File: config.mk
export PLATFORM = sky130hd
export DESIGN_NAME = two_axis_scalar_kalman_filter_flat
export DESIGN_NICKNAME = d
export VERILOG_FILES = /design/src/rtl/kf2_pkg.sv /design/src/rtl/kf2_ifs.sv /design/src/rtl/kf2_regs.sv /design/src/rtl/two_axis_scalar_kalman_filter.sv /design/src/flat_wrapper.sv
export SDC_FILE = /design/constraint.sdc
export NUM_CORES = 2
export LEC_CHECK = 0
export BUFFER_PORTS_ARGS = -buffer_cell sky130_fd_sc_hd__clkbuf_2
export CAP_MARGIN = 20
export CORE_MARGIN = 3
export CORE_UTILIZATION = 60
export CTS_CLUSTER_DIAMETER = 200
export CTS_CLUSTER_SIZE = 14
export DETAILED_ROUTE_END_ITERATION = 8
export PLACE_DENSITY = 0.89
export SLEW_MARGIN = 20
export SYNTH_ARGS = -nofsm -noshare
export SYNTH_HDL_FRONTEND = slang
export SYNTH_SLANG_ARGS = --single-unit
File: constraint.sdc
create_clock -name clk -period 16 [get_ports clk]
set_input_delay 4.8 -clock clk [delete_from_list [all_inputs] [get_ports clk]]
set_output_delay 4.8 -clock clk [all_outputs]
set_load 0.01 [all_outputs]
File: src/rtl/kf2_pkg.sv
// Shared widths, register map, reset values and types of the two-axis Kalman filter.
package kf2_pkg;

  localparam int LAT_WIDTH = 31;
  localparam int LON_WIDTH = 32;
  localparam int CFG_WIDTH = 32;
  localparam int ADDR_WIDTH = 3;
  localparam int IDX_WIDTH = 1;

  localparam int COORD_WIDTH_DEF = 32;
  localparam int VAR_FRAC_BITS_DEF = 30;

  localparam logic [IDX_WIDTH-1:0] REG_PROC_NOISE = 1'd0;
  localparam logic [IDX_WIDTH-1:0] REG_MEAS_NOISE = 1'd1;

  localparam logic [CFG_WIDTH-1:0] PROC_NOISE_RST = 32'd10737418;
  localparam logic [CFG_WIDTH-1:0] MEAS_NOISE_RST = 32'd107374182;

  localparam longint LAT_LIMIT = 64'sd900000000;
  localparam longint LON_LIMIT = 64'sd1800000000;

  typedef struct packed {
    logic [CFG_WIDTH-1:0] proc_noise;
    logic [CFG_WIDTH-1:0] meas_noise;
  } kf2_cfg_t;

  typedef enum logic [2:0] {
    ST_IDLE,
    ST_PREP,
    ST_DEN,
    ST_DIV,
    ST_ROUND,
    ST_UPDATE
  } kf2_state_t;

endpackage

File: src/rtl/kf2_ifs.sv
// Valid/ready channel interfaces for measurements and estimates.
interface kf2_meas_if;
  import kf2_pkg::*;
  logic valid;
  logic ready;
  logic signed [LAT_WIDTH-1:0] meas_lat;
  logic signed [LON_WIDTH-1:0] meas_lon;
  modport source (output valid, meas_lat, meas_lon, input ready);
  modport sink (input valid, meas_lat, meas_lon, output ready);
endinterface

interface kf2_est_if;
  import kf2_pkg::*;
  logic valid;
  logic ready;
  logic signed [LAT_WIDTH-1:0] est_lat;
  logic signed [LON_WIDTH-1:0] est_lon;
  modport source (output valid, est_lat, est_lon, input ready);
  modport sink (input valid, est_lat, est_lon, output ready);
endinterface

File: src/rtl/kf2_regs.sv
// APB register file holding the process and measurement noise variances.
module kf2_regs (
  input  logic                            clk,
  input  logic                            rst,
  input  logic                            psel,
  input  logic                            penable,
  input  logic                            pwrite,
  input  logic [kf2_pkg::ADDR_WIDTH-1:0]  paddr,
  input  logic [kf2_pkg::CFG_WIDTH-1:0]   pwdata,
  output logic [kf2_pkg::CFG_WIDTH-1:0]   prdata,
  output logic                            pready,
  output kf2_pkg::kf2_cfg_t               cfg
);
  import kf2_pkg::*;

  logic [IDX_WIDTH-1:0] idx;
  logic                 wr_en;

  assign idx    = paddr[ADDR_WIDTH-1:2];
  assign wr_en  = psel && penable && pwrite;
  assign pready = 1'b1;

  always_ff @(posedge clk) begin
    if (rst) begin
      cfg.proc_noise <= PROC_NOISE_RST;
      cfg.meas_noise <= MEAS_NOISE_RST;
    end else if (wr_en) begin
      unique case (idx)
        REG_PROC_NOISE: cfg.proc_noise <= pwdata;
        REG_MEAS_NOISE: cfg.meas_noise <= pwdata;
      endcase
    end
  end

  always_comb begin
    unique case (idx)
      REG_PROC_NOISE: prdata = cfg.proc_noise;
      REG_MEAS_NOISE: prdata = cfg.meas_noise;
    endcase
  end

endmodule

File: src/rtl/two_axis_scalar_kalman_filter.sv
// Two-axis scalar Kalman filter with a bit-serial gain divider and shift-add multipliers.
//
//  channel | dir | handshake              | payload
//  meas    | in  | valid/ready            | meas_lat (s31), meas_lon (s32)
//  est     | out | valid/ready            | est_lat (s31), est_lon (s32)
//  apb     | in  | psel/penable, pready=1 | q at 0x0, r at 0x4 (32 bit each)
//
// One measurement passes PREP, DEN, DIV, ROUND and UPDATE between accepts: the
// restoring divider retires one gain bit per cycle, and the three shift-add
// multipliers consume each gain bit in the same cycle it appears.
// Reset (rst, synchronous) sets the variance to 1.0, both estimates to zero.
// A result waits in the output register; the filter stalls in its last step
// until that register is free, and takes a new measurement only when idle.
module two_axis_scalar_kalman_filter #(
  parameter int COORD_WIDTH   = kf2_pkg::COORD_WIDTH_DEF,
  parameter int VAR_FRAC_BITS = kf2_pkg::VAR_FRAC_BITS_DEF
) (
  input  logic                            clk,
  input  logic                            rst,
  kf2_meas_if.sink                        meas,
  kf2_est_if.source                       est,
  input  logic                            psel,
  input  logic                            penable,
  input  logic                            pwrite,
  input  logic [kf2_pkg::ADDR_WIDTH-1:0]  paddr,
  input  logic [kf2_pkg::CFG_WIDTH-1:0]   pwdata,
  output logic [kf2_pkg::CFG_WIDTH-1:0]   prdata,
  output logic                            pready
);
  import kf2_pkg::*;

  localparam int F     = VAR_FRAC_BITS;
  localparam int CW    = COORD_WIDTH;
  localparam int PW    = F + 4;
  localparam int ZW    = (CW > LON_WIDTH) ? CW : LON_WIDTH;
  localparam int MW    = ZW + 1;
  localparam int AW    = F + MW;
  localparam int PAW   = F + PW;
  localparam int SW    = ((PW > CFG_WIDTH) ? PW : CFG_WIDTH) + 1;
  localparam int DNW   = SW + 1;
  localparam int CNT_W = $clog2(F);

  localparam longint unsigned EPS_RAW = ((64'd1 << F) + 64'd50000000) / 64'd100000000;
  localparam longint unsigned EPS     = (EPS_RAW == 64'd0) ? 64'd1 : EPS_RAW;
  localparam longint unsigned HALF    = 64'd1 << (F - 1);
  localparam longint CW_MAX  = (64'sd1 <<< (CW - 1)) - 64'sd1;
  localparam longint LAT_LIM = (LAT_LIMIT < CW_MAX) ? LAT_LIMIT : CW_MAX;
  localparam longint LON_LIM = (LON_LIMIT < CW_MAX) ? LON_LIMIT : CW_MAX;

  localparam logic signed [MW:0] LAT_HI = (MW+1)'(LAT_LIM);
  localparam logic signed [MW:0] LAT_LO = -LAT_HI;
  localparam logic signed [MW:0] LON_HI = (MW+1)'(LON_LIM);
  localparam logic signed [MW:0] LON_LO = -LON_HI;
  localparam logic [SW-1:0] VAR_MAX = {{(SW-PW){1'b0}}, {PW{1'b1}}};
  localparam logic [PW-1:0] VAR_ONE = PW'(64'd1 << F);

  kf2_cfg_t cfg;

  kf2_regs u_regs (
    .clk     (clk),
    .rst     (rst),
    .psel    (psel),
    .penable (penable),
    .pwrite  (pwrite),
    .paddr   (paddr),
    .pwdata  (pwdata),
    .prdata  (prdata),
    .pready  (pready),
    .cfg     (cfg)
  );

  kf2_state_t state, state_next;

  // filter state
  logic [PW-1:0]        p;
  logic signed [CW-1:0] x_lat;
  logic signed [CW-1:0] x_lon;

  // per-item working registers
  logic signed [LAT_WIDTH-1:0] z_lat;
  logic signed [LON_WIDTH-1:0] z_lon;
  logic [PW-1:0]   pp;
  logic [MW-1:0]   mag_lat, mag_lon;
  logic            neg_lat, neg_lon;
  logic [DNW-1:0]  den, rem;
  logic [AW-1:0]   acc_lat, acc_lon;
  logic [PAW-1:0]  acc_p;
  logic [MW-1:0]   delta_lat, delta_lon;
  logic [CNT_W-1:0] cnt;

  logic                       out_valid;
  logic signed [LAT_WIDTH-1:0] out_lat;
  logic signed [LON_WIDTH-1:0] out_lon;

  // control
  logic accept, upd_go;

  // combinational datapath
  logic [SW-1:0]        sum_pq;
  logic signed [MW-1:0] d_lat, d_lon;
  logic [DNW:0]         rem2;
  logic                 qbit;
  logic [AW:0]          rnd_lat, rnd_lon;
  logic [PAW:0]         rnd_p;
  logic signed [MW:0]   xs_lat, xs_lon, nx_lat, nx_lon, cl_lat, cl_lon;

  function automatic logic signed [MW:0] clamp(input logic signed [MW:0] v,
                                               input logic signed [MW:0] hi,
                                               input logic signed [MW:0] lo);
    logic signed [MW:0] r;
    r = v;
    if (v > hi) r = hi;
    else if (v < lo) r = lo;
    return r;
  endfunction

  always_comb begin
    state_next = state;
    unique case (state)
      ST_IDLE:   if (meas.valid) state_next = ST_PREP;
      ST_PREP:   state_next = ST_DEN;
      ST_DEN:    state_next = ST_DIV;
      ST_DIV:    if (cnt == '0) state_next = ST_ROUND;
      ST_ROUND:  state_next = ST_UPDATE;
      ST_UPDATE: if (!out_valid || est.ready) state_next = ST_IDLE;
      default:   state_next = ST_IDLE;
    endcase
  end

  always_comb begin
    meas.ready = (state == ST_IDLE);
    accept     = (state == ST_IDLE) && meas.valid;
    upd_go     = (state == ST_UPDATE) && (!out_valid || est.ready);
  end

  assign est.valid   = out_valid;
  assign est.est_lat = out_lat;
  assign est.est_lon = out_lon;

  always_comb begin
    sum_pq = {{(SW-PW){1'b0}}, p} + {{(SW-CFG_WIDTH){1'b0}}, cfg.proc_noise};
    d_lat  = {{(MW-LAT_WIDTH){z_lat[LAT_WIDTH-1]}}, z_lat}
           - {{(MW-CW){x_lat[CW-1]}}, x_lat};
    d_lon  = {{(MW-LON_WIDTH){z_lon[LON_WIDTH-1]}}, z_lon}
           - {{(MW-CW){x_lon[CW-1]}}, x_lon};
    rem2   = {rem, 1'b0};
    qbit   = (rem2 >= {1'b0, den});
    rnd_lat = {1'b0, acc_lat} + (AW+1)'(HALF);
    rnd_lon = {1'b0, acc_lon} + (AW+1)'(HALF);
    rnd_p   = {1'b0, pp, {F{1'b0}}} - {1'b0, acc_p} + (PAW+1)'(HALF);
    xs_lat = {{(MW+1-CW){x_lat[CW-1]}}, x_lat};
    xs_lon = {{(MW+1-CW){x_lon[CW-1]}}, x_lon};
    nx_lat = neg_lat ? xs_lat - $signed({1'b0, delta_lat}) : xs_lat + $signed({1'b0, delta_lat});
    nx_lon = neg_lon ? xs_lon - $signed({1'b0, delta_lon}) : xs_lon + $signed({1'b0, delta_lon});
    cl_lat = clamp(nx_lat, LAT_HI, LAT_LO);
    cl_lon = clamp(nx_lon, LON_HI, LON_LO);
  end

  always_ff @(posedge clk) begin
    if (rst) begin
      state     <= ST_IDLE;
      p         <= VAR_ONE;
      x_lat     <= '0;
      x_lon     <= '0;
      out_valid <= 1'b0;
    end else begin
      state <= state_next;
      if (state == ST_ROUND) p <= rnd_p[F+PW-1:F];
      if (upd_go) begin
        x_lat     <= cl_lat[CW-1:0];
        x_lon     <= cl_lon[CW-1:0];
        out_valid <= 1'b1;
      end else if (est.ready) begin
        out_valid <= 1'b0;
      end
    end
  end

  always_ff @(posedge clk) begin
    if (accept) begin
      z_lat <= meas.meas_lat;
      z_lon <= meas.meas_lon;
    end
    unique case (state)
      ST_PREP: begin
        pp      <= (sum_pq > VAR_MAX) ? VAR_MAX[PW-1:0] : sum_pq[PW-1:0];
        neg_lat <= d_lat[MW-1];
        neg_lon <= d_lon[MW-1];
        mag_lat <= d_lat[MW-1] ? MW'(-d_lat) : MW'(d_lat);
        mag_lon <= d_lon[MW-1] ? MW'(-d_lon) : MW'(d_lon);
      end
      ST_DEN: begin
        den     <= {{(DNW-PW){1'b0}}, pp} + {{(DNW-CFG_WIDTH){1'b0}}, cfg.meas_noise}
                 + DNW'(EPS);
        rem     <= {{(DNW-PW){1'b0}}, pp};
        acc_lat <= '0;
        acc_lon <= '0;
        acc_p   <= '0;
        cnt     <= CNT_W'(F - 1);
      end
      ST_DIV: begin
        // one quotient bit per cycle, fed straight into the three multipliers
        rem     <= qbit ? rem2[DNW-1:0] - den : rem2[DNW-1:0];
        acc_lat <= {acc_lat[AW-2:0], 1'b0} + (qbit ? {{F{1'b0}}, mag_lat} : '0);
        acc_lon <= {acc_lon[AW-2:0], 1'b0} + (qbit ? {{F{1'b0}}, mag_lon} : '0);
        acc_p   <= {acc_p[PAW-2:0], 1'b0} + (qbit ? {{F{1'b0}}, pp} : '0);
        cnt     <= cnt - 1'b1;
      end
      ST_ROUND: begin
        delta_lat <= rnd_lat[F+MW-1:F];
        delta_lon <= rnd_lon[F+MW-1:F];
      end
      default: ;
    endcase
    if (upd_go) begin
      out_lat <= cl_lat[LAT_WIDTH-1:0];
      out_lon <= cl_lon[LON_WIDTH-1:0];
    end
  end

  a_rem_below_den: assert property (@(posedge clk) disable iff (rst)
    (state == ST_DIV) |-> (rem < den))
    else $error("divider remainder reached the denominator");

  a_var_shrinks: assert property (@(posedge clk) disable iff (rst)
    (state == ST_ROUND) |=> (p <= pp))
    else $error("updated variance exceeds predicted variance");

  a_est_in_range: assert property (@(posedge clk) disable iff (rst)
    (xs_lat <= LAT_HI) && (xs_lat >= LAT_LO) && (xs_lon <= LON_HI) && (xs_lon >= LON_LO))
    else $error("estimate outside coordinate range");

  a_update_delivers: assert property (@(posedge clk) disable iff (rst)
    upd_go |=> (out_valid && (state == ST_IDLE)))
    else $error("update did not produce a result");

endmodule
File: src/flat_wrapper.sv
// flat-port wrapper written by rule: the top's interface ports become plain ports
module two_axis_scalar_kalman_filter_flat import kf2_pkg::*;
#(
  parameter int COORD_WIDTH   = kf2_pkg::COORD_WIDTH_DEF,
  parameter int VAR_FRAC_BITS = kf2_pkg::VAR_FRAC_BITS_DEF
)
  (clk, rst, psel, penable, pwrite, paddr, pwdata, prdata, pready, meas_valid, meas_meas_lat, meas_meas_lon, meas_ready, est_valid, est_est_lat, est_est_lon, est_ready);
  kf2_meas_if meas_i ();
  kf2_est_if est_i ();
  input  logic clk;
  input  logic rst;
  input  logic psel;
  input  logic penable;
  input  logic pwrite;
  input  logic [kf2_pkg::ADDR_WIDTH-1:0] paddr;
  input  logic [kf2_pkg::CFG_WIDTH-1:0] pwdata;
  output logic [kf2_pkg::CFG_WIDTH-1:0] prdata;
  output logic pready;
  input wire logic [$bits(meas_i.valid)-1:0] meas_valid;
  input wire logic [$bits(meas_i.meas_lat)-1:0] meas_meas_lat;
  input wire logic [$bits(meas_i.meas_lon)-1:0] meas_meas_lon;
  output wire logic [$bits(meas_i.ready)-1:0] meas_ready;
  output wire logic [$bits(est_i.valid)-1:0] est_valid;
  output wire logic [$bits(est_i.est_lat)-1:0] est_est_lat;
  output wire logic [$bits(est_i.est_lon)-1:0] est_est_lon;
  input wire logic [$bits(est_i.ready)-1:0] est_ready;
  assign meas_i.valid = meas_valid;
  assign meas_i.meas_lat = meas_meas_lat;
  assign meas_i.meas_lon = meas_meas_lon;
  assign meas_ready = meas_i.ready;
  assign est_valid = est_i.valid;
  assign est_est_lat = est_i.est_lat;
  assign est_est_lon = est_i.est_lon;
  assign est_i.ready = est_ready;
  two_axis_scalar_kalman_filter #(.COORD_WIDTH(COORD_WIDTH), .VAR_FRAC_BITS(VAR_FRAC_BITS)) u_core (.clk(clk), .rst(rst), .meas(meas_i), .est(est_i), .psel(psel), .penable(penable), .pwrite(pwrite), .paddr(paddr), .pwdata(pwdata), .prdata(prdata), .pready(pready));
endmodule
==> impl_metrics.json <==
{
  "period_share": 0.682,
  "clock_latency_ps": 690,
  "critPathMaxStageDelay_ps": 730,
  "rsz0062_at_grt": "no",
  "worstPathRequired_ps": 11200,
  "syn_nets": 6253,
  "fin_nets": 6310,
  "p_leak_nw": 22.0,
  "vdd_ir_drop_max_mv": 0.102,
  "core_area_um2": 85700,
  "first_iter_violations": 5059,
  "cts_resized": 0,
  "end_kind": "output port",
  "grt_start_max_net_pins": 195,
  "clk_pin_slew_ps": 70,
  "avgViaCountPerCell": 6.42,
  "fmax_mhz": 91.7,
  "antenna_found_initial": 2,
  "syn_area_um2": 52100,
  "status": "completed",
  "grt_pass1_wl_um": 232000,
  "drv_slew": 0,
  "cts_buffers": 57,
  "stdcell_count": 7019,
  "synth_seq_area_share": 0.387,
  "critPathBufInv": 2,
  "gp_congestion": 0.990,
  "drt_wl_total_um": 150000,
  "htreeDepth": 2,
  "grt.overflow.total": 0,
  "initial_utilization": 0.608,
  "die_h_um": 301,
  "wl_per_cell_um": 21.4,
  "yosysWarningCount": 0,
  "clock-sinks": 727,
  "critical_path.top_delay_family": "buffers and inverters",
  "dieArea_um2": 90400,
  "synth_cell_types": 90,
  "synth-edff-count": 561,
  "hold_ws_ps": 464,
  "port-buffer-count": 199,
  "chipWidth_um": 301,
  "finalHoldViolCount": 0,
  "cts_root_buf": "clkbuf_16",
  "setup_tns_ps": 0,
  "ctsHoldBuffers": 0,
  "clockBufferDepth": 3,
  "drc": 0,
  "ant_nets": 0,
  "dp_cells": 6911,
  "cts_tree": "yes",
  "io_pins": 203,
  "ys_seq_elements": 727,
  "max_cap_violations": 0,
  "cpMaxStageDelayCell": "clkbuf_2",
  "dp_hpwl_um": 111000,
  "hold_path_class": "reg2reg",
  "cts_setup_buffers": 0,
  "grt_use_total": 0.319,
  "crit_path_max_fanout": 35,
  "cp.arrival_ps": 6110,
  "drive_above_1_share": 0.0684,
  "area_growth_pct": 6.76,
  "startpoint_type": "primary input",
  "cpMostUsedCell": "clkbuf_2",
  "path_class": "in2out",
  "finalSetupViolCount": 0,
  "async_reset_ff_frac": 0,
  "syn_inst": 5770,
  "first_pass_iters": 8,
  "synthFlopType": "edfxtp_1",
  "syn_avg_cell_area_um2": 9.03,
  "num_vias": 45100,
  "skew_ps": 51.4,
  "max_slew.worst_pin.slew_ps": 1110,
  "crit_chain": "clkbuf_2 > mux2_2 > clkbuf_2",
  "slew-limit-headroom": 0.258,
  "rows": 107,
  "min_period_ps": 10910,
  "power.density_nw_per_um2": 129,
  "grt_pass1_vias": 42300
}
-- kinds of logic after synthesis --
group / Yosys count / synth area share
and+or+nand+nor: 2045 / 0.190
AOI/OAI and AO/OA: 1454 / 0.180
DFF: 727 / 0.387
xor gates and xnor gates: 586 / 0.0988
buffers and inverters: 507 / 0.0370
adders and majority gates: 378 / 0.0922
muxes: 71 / 0.0146
other: 2 / 0.000144
-- cell type report --
| class | count | area [um2] |
|---|---|---|
| Antenna cell | 1 | 2.50 |
| Clock buffer | 103 | 1600 |
| Clock inverter | 3 | 68.8 |
| Fill cell | 6801 | 30100 |
| Inverter | 278 | 1050 |
| Multi-Input combinational cell | 4536 | 30100 |
| Sequential cell | 727 | 20200 |
| Tap cell | 1144 | 1430 |
| Timing Repair Buffer | 227 | 1240 |
-- worst min-delay path: stages (launching register included) --
cell and delay [ps]:
dfxtp_1 320, nand2_1 50, a21oi_1 50
-- metrics by stage --
stage          utilization  setup WS, ps  total power [mW]  instance area [um2]
3_5_place_dp         0.629          5120              5.72                53900
3_3_place_gp         0.629          5150              5.63                53900
5_1_grt              0.649          5060              7.56                55600
2_1_floorplan            -          5420              4.95                52100
4_1_cts              0.649          5120              7.12                55600
6_report             0.649          5090              7.19                55600
-- layer usage --
layer / routed length, um / global-route usage / vias up
met5: 27 / 0 / -
met4: 7240 / 0.140 / 4
met3: 14100 / 0.0475 / 432
met2: 68400 / 0.514 / 2241
met1: 60200 / 0.427 / 21400
li1: - / - / 21000
-- synth_stat cells (all sizes together), types with 40 or more instances --
cell,instances,share of area
nand4,85,0.010
nor2b,65,0.0078
a21oi,461,0.044
o31ai,49,0.0072
ha,368,0.088
nand2b,51,0.0061
or3,55,0.0066
o21a,63,0.0091
a31oi,55,0.0066
nand2,592,0.043
nor3,101,0.0097
inv,278,0.020
nor4,57,0.0068
dfxtp,166,0.064
nor2,525,0.038
and2,139,0.017
a211oi,40,0.0058
o21ai,259,0.025
xor2,214,0.036
nand3,173,0.017
a21o,213,0.031
xnor2,372,0.063
and3,58,0.0070
clkbuf,204,0.015
o21bai,53,0.0076
edfxtp,561,0.32
-- state kept, by name, summed over array words and instances (netlist names), 34 cells and up --
signal	count
u_core.pp	34
u_core.u_regs.cfg	64
u_core.rem	36
u_core.acc_lat	63
u_core.p	34
u_core.den	36
u_core.acc_lon	63
u_core.acc_p	64
-- where the power goes --
group | switching [mW] | internal (mW) | total (mW)
logic | 1.99 | 1.20 | 3.19
registers | 0.210 | 2.41 | 2.62
clock network | 0.712 | 0.677 | 1.39
total | 2.91 | 4.28 | 7.19
-- layout by cell type (no fill, tap or decap), types with 57 or more instances in the layout --
cell type / synthesis / routed
dfxtp_1: 166 / 166
clkbuf_16: 0 / 57
edfxtp_1: 561 / 561
xnor2_1: 370 / 370
ha_1: 368 / 368
nor3_1: 101 / 101
a21oi_1: 461 / 461
nor2b_1: 65 / 62
nor4_1: 57 / 57
o21ai_0: 252 / 252
inv_1: 278 / 276
nand2_1: 592 / 591
xor2_1: 214 / 214
o21a_1: 63 / 63
and2_1: 137 / 136
nand4_1: 85 / 85
and3_1: 58 / 58
nor2_1: 525 / 521
clkbuf_2: 0 / 198
nand3_1: 173 / 172
a21o_1: 213 / 213
-- worst paths after layout --
check        cells after the start            from  slack (ps)               end
max reg2reg                     25  u_core.rem[17]        7680  u_core.acc_p[46]
min                              2    u_core.p[22]         460      u_core.p[22]
max                              3        paddr[2]        5090        prdata[11]
min reg2reg                      2    u_core.p[22]         460      u_core.p[22]
No activity file was read; power rests on OpenSTA's default activity.
